==> src/rtl/core/deq_pkg.sv <==
// Shared types and constants for the double-ended queue.
package deq_pkg;

    // Storage shape of the queue.
    localparam int DEPTH      = 16;
    localparam int DATA_WIDTH = 32;
    localparam int COUNT_W    = $clog2(DEPTH + 1);

    // Fixed widths of the stream fields.
    localparam int VALUE_W  = 32;
    localparam int EXT_CNT_W = 5;

    // Operation codes carried by an input transaction.
    typedef enum logic [2:0] {
        OP_PUSH_BACK  = 3'd0,
        OP_PUSH_FRONT = 3'd1,
        OP_POP_FRONT  = 3'd2,
        OP_POP_BACK   = 3'd3,
        OP_CLEAR      = 3'd4
    } op_t;

    // Status codes reported with every result.
    typedef enum logic [1:0] {
        ST_OK        = 2'd0,
        ST_UNDERFLOW = 2'd1,
        ST_OVERFLOW  = 2'd2
    } status_t;

    // Command broadcast to every cell of the chain.
    typedef struct packed {
        logic                  clear;
        logic                  add_front;
        logic                  take_front;
        logic                  add_back;
        logic                  take_back;
        logic [DATA_WIDTH-1:0] data;
    } deq_cmd_t;

    // Contents of one cell as seen by its neighbors.
    typedef struct packed {
        logic                  valid;
        logic [DATA_WIDTH-1:0] data;
    } deq_link_t;

endpackage

==> src/rtl/core/double_ended_queue.sv <==
// Top level of the double-ended queue built as a chain of storage cells.
//
// Usage: each input transaction on s_tdata carries an operation (push back,
// push front, pop front, pop back, clear) and a value. Every accepted
// transaction produces exactly one result transaction on m_tdata with the
// front and rear values, the entry count, empty and full flags and a status.
// Pops on an empty queue report underflow, pushes on a full queue report
// overflow, and neither changes the contents.
// The result is registered and presented in the cycle after the input
// transaction is accepted. One transaction per cycle while the receiver takes results;
// the cells all shift or load in the same cycle, so the per-cell update sets the rate.
// The result sits in an output register. While it waits, the block still
// accepts a new transaction in the cycle the receiver takes the old one, so
// s_tready follows m_tready when a result is pending.
// Reset (aresetn low, synchronous) empties the queue and drops any pending
// result. No clearing pass is needed: every cell has its own valid flag.
module double_ended_queue import deq_pkg::*; (
    input  logic        aclk,
    input  logic        aresetn,
    input  logic        s_tvalid,
    output logic        s_tready,
    // [2:0] operation, [34:3] value, [39:35] zero
    input  logic [39:0] s_tdata,
    output logic        m_tvalid,
    input  logic        m_tready,
    // [31:0] front_value, [63:32] rear_value, [68:64] entry_count,
    // [69] is_empty, [70] is_full, [72:71] status, [79:73] zero
    output logic [79:0] m_tdata
);

    logic                  s_accept;
    op_t                   op;
    logic [VALUE_W-1:0]    in_value;
    logic                  q_full;
    logic                  q_empty;
    deq_cmd_t              cmd;
    status_t               status_next;
    logic [COUNT_W-1:0]    count_reg;
    logic [COUNT_W-1:0]    count_next;

    deq_link_t             cell_state [DEPTH];
    deq_link_t             cell_nxt   [DEPTH];
    logic [DEPTH-1:0]      valid_now;
    logic [DEPTH-1:0]      valid_nxt;
    logic [DEPTH-1:0]      rear_sel;
    logic [DATA_WIDTH-1:0] front_nxt;
    logic [DATA_WIDTH-1:0] rear_nxt;

    logic                  m_valid_reg;
    logic [VALUE_W-1:0]    front_reg;
    logic [VALUE_W-1:0]    rear_reg;
    logic [EXT_CNT_W-1:0]  count_out_reg;
    logic                  empty_reg;
    logic                  full_reg;
    status_t               status_reg;

    // Input handshake: take a transaction whenever the result slot frees up.
    assign s_tready = !m_valid_reg || m_tready;
    assign s_accept = s_tvalid && s_tready;
    assign op       = op_t'(s_tdata[2:0]);
    assign in_value = s_tdata[34:3];

    assign q_full  = cell_state[DEPTH-1].valid;
    assign q_empty = !cell_state[0].valid;

    // Decode the operation into a cell command, count update and status.
    always_comb begin
        cmd         = '0;
        cmd.data    = DATA_WIDTH'(in_value);
        status_next = ST_OK;
        count_next  = count_reg;
        if (s_accept) begin
            case (op)
                OP_PUSH_BACK: begin
                    if (q_full) begin
                        status_next = ST_OVERFLOW;
                    end else begin
                        cmd.add_back = 1'b1;
                        count_next   = count_reg + 1'b1;
                    end
                end
                OP_PUSH_FRONT: begin
                    if (q_full) begin
                        status_next = ST_OVERFLOW;
                    end else begin
                        cmd.add_front = 1'b1;
                        count_next    = count_reg + 1'b1;
                    end
                end
                OP_POP_FRONT: begin
                    if (q_empty) begin
                        status_next = ST_UNDERFLOW;
                    end else begin
                        cmd.take_front = 1'b1;
                        count_next     = count_reg - 1'b1;
                    end
                end
                OP_POP_BACK: begin
                    if (q_empty) begin
                        status_next = ST_UNDERFLOW;
                    end else begin
                        cmd.take_back = 1'b1;
                        count_next    = count_reg - 1'b1;
                    end
                end
                OP_CLEAR: begin
                    cmd.clear  = 1'b1;
                    count_next = '0;
                end
                default: begin
                    status_next = ST_OK;
                end
            endcase
        end
    end

    // The chain of cells; the front cell sees the pushed value on its left.
    genvar i;
    generate
        for (i = 0; i < DEPTH; i++) begin : g_cell
            deq_link_t left_link;
            deq_link_t right_link;
            if (i == 0) begin : g_first
                assign left_link = '{valid: 1'b1, data: cmd.data};
            end else begin : g_inner_l
                assign left_link = cell_state[i-1];
            end
            if (i == DEPTH - 1) begin : g_last
                assign right_link = '{valid: 1'b0, data: '0};
            end else begin : g_inner_r
                assign right_link = cell_state[i+1];
            end
            deq_cell u_cell (
                .aclk       (aclk),
                .aresetn    (aresetn),
                .cmd        (cmd),
                .left_in    (left_link),
                .right_in   (right_link),
                .state_out  (cell_state[i]),
                .state_next (cell_nxt[i])
            );
            assign valid_now[i] = cell_state[i].valid;
            assign valid_nxt[i] = cell_nxt[i].valid;
        end
    endgenerate

    // Front and rear of the updated queue; the rear is the last held cell.
    assign rear_sel  = valid_nxt & ~(valid_nxt >> 1);
    assign front_nxt = valid_nxt[0] ? cell_nxt[0].data : '0;

    always_comb begin
        rear_nxt = '0;
        for (int k = 0; k < DEPTH; k++) begin
            rear_nxt = rear_nxt | (cell_nxt[k].data & {DATA_WIDTH{rear_sel[k]}});
        end
    end

    // Entry count.
    always_ff @(posedge aclk) begin
        if (!aresetn) begin
            count_reg <= '0;
        end else begin
            count_reg <= count_next;
        end
    end

    // Result output register.
    always_ff @(posedge aclk) begin
        if (!aresetn) begin
            m_valid_reg <= 1'b0;
        end else if (s_accept) begin
            m_valid_reg <= 1'b1;
        end else if (m_tready) begin
            m_valid_reg <= 1'b0;
        end
    end

    always_ff @(posedge aclk) begin
        if (s_accept) begin
            front_reg     <= VALUE_W'(front_nxt);
            rear_reg      <= VALUE_W'(rear_nxt);
            count_out_reg <= EXT_CNT_W'(count_next);
            empty_reg     <= !valid_nxt[0];
            full_reg      <= valid_nxt[DEPTH-1];
            status_reg    <= status_next;
        end
    end

    assign m_tvalid = m_valid_reg;
    assign m_tdata  = {7'd0, status_reg, full_reg, empty_reg, count_out_reg,
                       rear_reg, front_reg};

    // The count register always matches the number of held cells.
    a_count_matches: assert property (@(posedge aclk) disable iff (!aresetn)
        $countones(valid_now) == 32'(count_reg))
        else $error("entry count differs from held cells");

    // Held cells form one unbroken run from the front.
    a_valid_packed: assert property (@(posedge aclk) disable iff (!aresetn)
        ((valid_now >> 1) & ~valid_now) == '0)
        else $error("hole in the cell chain");

    // An underflow result always reports an empty queue.
    a_underflow_empty: assert property (@(posedge aclk) disable iff (!aresetn)
        (m_valid_reg && status_reg == ST_UNDERFLOW) |-> (empty_reg && count_out_reg == '0))
        else $error("underflow reported on a non-empty queue");

    // An overflow result always reports a full queue.
    a_overflow_full: assert property (@(posedge aclk) disable iff (!aresetn)
        (m_valid_reg && status_reg == ST_OVERFLOW) |-> full_reg)
        else $error("overflow reported on a queue that is not full");

    // A pending result that is not taken keeps the block from accepting.
    a_hold_result: assert property (@(posedge aclk) disable iff (!aresetn)
        (m_valid_reg && !m_tready) |-> !s_tready)
        else $error("input taken while a result is stalled");

endmodule

==> src/rtl/core/deq_cell.sv <==
// One storage cell of the queue chain; cell i holds the entry i places from the front.
module deq_cell import deq_pkg::*; (
    input  logic      aclk,
    input  logic      aresetn,
    input  deq_cmd_t  cmd,
    input  deq_link_t left_in,
    input  deq_link_t right_in,
    output deq_link_t state_out,
    output deq_link_t state_next
);

    logic                  valid_reg;
    logic                  valid_next;
    logic [DATA_WIDTH-1:0] data_reg;
    logic [DATA_WIDTH-1:0] data_next;

    // Next contents: shift from a neighbor, take the pushed value, or drop out.
    always_comb begin
        valid_next = valid_reg;
        data_next  = data_reg;
        if (cmd.clear) begin
            valid_next = 1'b0;
        end else if (cmd.add_front) begin
            valid_next = left_in.valid;
            data_next  = left_in.data;
        end else if (cmd.take_front) begin
            valid_next = right_in.valid;
            data_next  = right_in.data;
        end else if (cmd.add_back) begin
            // The first empty cell behind a full one takes the new rear entry.
            if (!valid_reg && left_in.valid) begin
                valid_next = 1'b1;
                data_next  = cmd.data;
            end
        end else if (cmd.take_back) begin
            // The last held cell lets its entry go.
            if (valid_reg && !right_in.valid) begin
                valid_next = 1'b0;
            end
        end
    end

    // The valid flag is control state; the data needs no reset.
    always_ff @(posedge aclk) begin
        if (!aresetn) begin
            valid_reg <= 1'b0;
        end else begin
            valid_reg <= valid_next;
        end
    end

    always_ff @(posedge aclk) begin
        data_reg <= data_next;
    end

    assign state_out  = '{valid: valid_reg, data: data_reg};
    assign state_next = '{valid: valid_next, data: data_next};

endmodule

==> config.mk <==
export PLATFORM = sky130hd
export DESIGN_NAME = double_ended_queue
export DESIGN_NICKNAME = d
export VERILOG_FILES = /design/src/rtl/core/deq_pkg.sv /design/src/rtl/core/double_ended_queue.sv /design/src/rtl/core/deq_cell.sv
export SDC_FILE = /design/constraint.sdc
export NUM_CORES = 2
export LEC_CHECK = 0
export BUFFER_PORTS_ARGS = -buffer_cell sky130_fd_sc_hd__buf_2
export CAP_MARGIN = 20
export CORE_UTILIZATION = 40
export DETAILED_ROUTE_END_ITERATION = 8
export GPL_TIMING_DRIVEN = 1
export SLEW_MARGIN = 20
export SYNTH_ARGS = -nofsm -noshare
export SYNTH_HDL_FRONTEND = slang
export SYNTH_SLANG_ARGS = --single-unit
export TNS_END_PERCENT = 1
==> constraint.sdc <==
create_clock -name aclk -period 12.1 [get_ports aclk]
set_input_delay 0 -clock aclk [delete_from_list [all_inputs] [get_ports aclk]]
set_output_delay 0 -clock aclk [all_outputs]
set_load 0.05 [all_outputs]
# Word-level counts from Yosys, hierarchy flattened
# Cells that the tools add are included.
[word_totals]
register_bits = 607
inputBits = 44
wordCells = 324
[op_classes]
n_bitwise = 33
n_addsub = 2
muxes = 207
reduce_logical = 38
eq_ne = 4
[op_table]
columns = ["operator", "count"]
rows = [
  ["$mux W32", 80],
  ["$and A32 B32 Y32", 16],
  ["$or A32 B32 Y32", 15],
  ["$mux W1", 120],
  ["$mux W5", 4],
  ["$logic_not A1 Y1", 17],
  ["$and A16 B16 Y16", 1],
  ["$logic_and A1 B1 Y1", 16],
  ["$not A15 Y16", 1],
  ["$pmux W5 S3", 1],
  ["$eq A3 B2 Y1 const B", 2],
  ["$add A5 B1 Y5 const B", 1],
  ["$sub A5 B1 Y5 const B", 1],
  ["$pmux W2 S2", 1],
  ["$reduce_or A2 Y1", 2],
  ["$eq A3 B1 Y1 const B", 1],
  ["$eq A3 B3 Y1 const B", 1],
  ["$logic_not A3 Y1", 1],
  ["$mux W2", 1],
  ["$reduce_bool A2 Y1", 1],
  ["$logic_or A1 B1 Y1", 1],
]

# Depth between registers and ports, before layout
[logic_depth]
depth_word = 27
depth_mapped = 16
ltp_nobuf = 9

# Cells and area by module
# From an unflattened synthesis, not the netlist that was laid out.
[unflattened]
cells_unflattened = 4317
hier_area_um2 = 41105.7
[modules_own_cells]
columns = ["mod", "cells_per_inst", "area_per_inst_um2", "instances", "seq_area_each_um2"]
rows = [
  ["deq_cell", 235, 2207.1, 16, 660.6],
  ["double_ended_queue", 557, 5791.8, 1, 2312.2],
]

# Worst setup path after synthesis
# Ideal clock, no wire load.
[synth_path]
path_type = "register to register"
startpoint = "register m_valid_reg, in the netlist m_tvalid"
endpoint = "register count_out_reg[1], data pin"
t_required_ps = 11831
path_stages_with_launch = 11
t_arrival_ps = 4069
setup_slack_ps = 7762
synth_period_minus_slack_ps = 4338
setup_time_ps = 269
cell_sequence = "dfxtp_1 nor2b_2 buf_4 inv_1 buf_4 buf_4 buf_4 and2_1 o311ai_0 nand2_1 o21ai_0"
[synth_via]
elab_chain_len = 4
[synth_rtl]
columns = ["element", "line_no", "source"]
rows = [
  ["start, declared", "double_ended_queue.sv:49", "logic m_valid_reg;"],
  ["start signal, assigned", "double_ended_queue.sv:170", "m_valid_reg <= 1'b0;"],
  ["start signal, assigned", "double_ended_queue.sv:172", "m_valid_reg <= 1'b1;"],
  ["start signal, assigned", "double_ended_queue.sv:174", "m_valid_reg <= 1'b0;"],
  ["$logic_not A1 Y1", "double_ended_queue.sv:58", "assign s_tready = !m_valid_reg || m_tready;"],
  ["$logic_or A1 B1 Y1", "double_ended_queue.sv:58", ""],
  ["via s_tready", "double_ended_queue.sv:21", "output logic s_tready,"],
  ["$logic_and A1 B1 Y1", "double_ended_queue.sv:59", "assign s_accept = s_tvalid && s_tready;"],
  ["via s_accept", "double_ended_queue.sv:31", "logic s_accept;"],
  ["$mux W5", "double_ended_queue.sv:72", "if (s_accept) begin"],
  ["via count_next[1]", "double_ended_queue.sv:39", "logic [COUNT_W-1:0] count_next;"],
  ["end signal, assigned", "double_ended_queue.sv:182", "count_out_reg <= EXT_CNT_W'(count_next);"],
  ["end, declared", "double_ended_queue.sv:52", "logic [EXT_CNT_W-1:0] count_out_reg;"],
]
# The timed path passes the listed nets, and every way through them passes these cells.
# A chain may end at the register's enable or synchronous reset.

==> run_results.csv <==
group,metric,value,unit
global_routing,grt_first_pass_wirelength,222,mm
logic_synthesis,syn_area_per_cell,8.27,um2
worst_setup_path,reg2reg_setup_slack,6440,ps
status,violations,"design-rule violations",
route,first_pass_iters,9,
placement,port_buffers,113,
floorplanning,die_w,289,um
floorplanning,core,80900,um2
timing,hold_violations,0,
route,wirelength,154,mm
global_routing,track_usage,35.8,%
clocking,clk_pin_slew,60,ps
min_path,whs_path_depth,5,
logic_synthesis,ys_warn_count,0,
min_path,worstHoldStart,"m_tready",
clocking,ctsHtreeMaxLevel,3,
timing,relSlewSlack,15.9,%
logic_synthesis,synth_async_sr_flop_share,0,%
worst_setup_path,cp_common_cell,"buf_4",
min_path,hold_end,"g_cell[1].u_cell.valid_reg",
floorplanning,fp-row-count,104,
pwr,peakVddDrop,91.7,uV
route,num_vias,35400,
clocking,cts_resized,0,
floorplanning,die_area,83500,um2
timing,fin_setup_tns,0,ps
logic_synthesis,netlist_instances,3984,
worst_setup_path,crit_slowest_cell,"buf_4",
logic_synthesis,ys_seq_area_share,39.1,%
clocking,cts_tree,"yes",
worst_setup_path,path_delay_family,"buffers and inverters",
placement,hpwlAfterDp,87.8,mm
clocking,ctsLongestPathBuffers,3,
timing,finalSetupViolCount,0,
worst_setup_path,end_kind,"flip-flop",
timing,timing.final.crit_share,46.8,%
logic_synthesis,synthDistinctLibCells,81,
logic_synthesis,synth_edf_count,73,
route,drcViolationCount,12,
pwr,p_leak,14.1,nW
global_routing,grt_max_degree,159,
clocking,clock_latency,650,ps
worst_setup_path,cp_max_fo,87,
worst_setup_path,path_class,"reg -> reg",
clocking,cts_sinks,607,
timing,finalWorstPathRequiredPeriod,5660,ps
clocking,cts_buffers,72,
worst_setup_path,startpoint_type,"flip-flop",
min_path,min_path_type,"in -> reg",
route,ant_nets,0,
route,wl_per_cell,30.8,um
clocking,clock-root-buffer,"clkbuf_16",
final_layout,area_delta_synth_final,11.6,%
pwr,power_density,171,nW/um2
floorplanning,io_pins,126,
logic_synthesis,synth-main-ff-cell,"dfxtp_1",
global_routing,antenna_found_initial,4,
placement,gp_congestion,0.923,
global_routing,grt_pass1_vias,32400,
logic_synthesis,synthesis.area,32900,um2
timing,fin_worst_skew,19.0,ps
worst_setup_path,reg2reg_depth,12,
worst_setup_path,regToRegStartpoint,"g_cell[15].u_cell.valid_reg",
timing,max_freq,177,MHz
status,status,"finished, violations left",
worst_setup_path,worstPathCellList,"or3b_1 > nor3_4 > buf_4 > buf_4 > buf_4 > buf_4 > a221oi_1 > a21oi_1 > a2bb2oi_1 > a22oi_1 > and4_1 > nand4_1",
route,via_per_inst,7.08,
worst_setup_path,required,12570,ps
floorplanning,die_h,289,um
final_layout,nets,3925,
worst_setup_path,rr_endpoint,"rear_reg[7]",
worst_setup_path,worst-path-buf-inv,4,
worst_setup_path,cp.arrival,6130,ps
timing,slew_violations,0,
final_layout,largest_reg_flops,512,
pwr,total_power,6.30,mW
run,cap_violations,0,
floorplanning,start_util,40.7,%
global_routing,gr-total-overflow,0,
logic_synthesis,ys_ff_latch,607,
timing,rsz0062_at_grt,"false",
route,first_iter_violations,5847,
timing,worstMarginPinSlew,1260,ps
clocking,post_cts.repair.setup_buffers,0,
final_layout,layout-drive-gt1-share,10.3,%
worst_setup_path,cpPeakStageDelay,860,ps
timing repair:
item                       CTS  global route
hold buffers                40             0
setup endpoints to repair    0             0
hold endpoints to repair   396             0
worst min-delay path, delay by kind of cell:
| kind | cells | cell delay [ps] |
|---|---|---|
| buffers and inverters | 2 | 310 |
| AND/OR/NAND/NOR | 1 | 30 |
| AO/OA/AOI/OAI | 2 | 400 |
cells in the mapped netlist (all sizes together), types with 12 or more instances:
master   count  area share, %
o21bai      18           0.41
a21oi      428            6.5
and3        17           0.32
a211oi      15           0.36
nor4        12           0.47
and2        53            1.0
a22o       187            5.0
nand3       24           0.38
a221oi     233            6.2
o21a       126            2.9
or3         13           0.25
dfxtp      534             32
nand4       47           0.89
a221o      156            4.7
a22oi       94            2.1
nor3b       18           0.50
edfxtp      73            6.7
inv         51           0.58
o21ai      294            4.5
buf        235            3.5
a2111oi     19           0.51
and4        14           0.37
nor2       432            4.9
nand2      362            4.1
a21o        33           0.75
a31oi       17           0.32
o211ai      13           0.30
a222oi      71            2.2
nor3        27           0.49
o31ai       23           0.52
clkbuf     221            2.5
cell usage in the layout (no fill, tap or decap), types with 22 or more instances in the layout:
master         instances
o21ai_0              293
o31ai_1               23
a21o_1                33
inv_1                 51
a22oi_1               94
buf_2                112
buf_4                116
nand3_1               22
a21oi_1              428
a221o_1              156
a221oi_1             233
and2_1                49
o21a_1               126
edfxtp_1              73
nand4_1               47
a22o_1               187
a222oi_1              71
dlygate4sd3_1         40
nor2_1               429
nand2_1              360
clkbuf_16             75
dfxtp_1              534
cell type report:
class / instances / area (um2)
fill: 7958 / 44200
multi-input combinational: 2876 / 18100
sequential: 607 / 12900
clock buffer: 107 / 2130
timing repair buffer: 271 / 1880
tap: 1060 / 1330
clock inverter: 23 / 213
inverter: 51 / 191
antenna: 5 / 12.5
where the power goes:
| group | internal, mW | total (mW) | leakage (nW) | switching (mW) |
|---|---|---|---|---|
| Sequential | 2.53 | 2.95 | 5.17 | 0.414 |
| Clock | 1.27 | 2.22 | 1.15 | 0.952 |
| Combinational | 0.468 | 1.13 | 7.79 | 0.662 |
layer usage:
layer	global-route usage, %	part of all wire (%)
met1	47.4	38
met2	52.0	41
met3	8.31	13
met4	22.9	7.3
met5	0	0.018
per-stage QoR:
stage          area, um2  util, %  instances  setup slack (ps)  hold WS, ps
2_1_floorplan      33000        -       3990              7760          121
3_3_place_gp       34000     42.0       4825              6720          310
3_5_place_dp       34000     42.0       4825              6710          300
4_1_cts            36700     45.4       4995              6700          167
5_1_grt            36800     45.4       4997              6360          244
6_report           36800     45.4       5000              6440          177
cell families after synthesis:
kind of cell             synth area share [%]
AO/OA/AOI/OAI                            39.1
AND/OR/NAND/NOR                          14.6
flip-flops                               39.1
buffers and inverters                    6.60
multiplexers                            0.448
adder cells (fa/ha/maj)                0.0760
other                                  0.0114
how the worst max path moves through the flow:
stage / startpoint / to / slack (ps) / cells after the start
5_1_grt: g_cell[15].u_cell.valid_reg / rear_reg[7] / 6360 / 12
3_5_place_dp: g_cell[15].u_cell.valid_reg / rear_reg[7] / 6710 / 12
4_1_cts: g_cell[15].u_cell.valid_reg / rear_reg[7] / 6700 / 12
6_report: g_cell[15].u_cell.valid_reg / rear_reg[7] / 6440 / 12
3_3_place_gp: g_cell[15].u_cell.valid_reg / rear_reg[7] / 6720 / 12
2_1_floorplan: m_tvalid / count_out_reg[1] / 7760 / 10
Note: power is estimated with default switching activity, not from simulation.
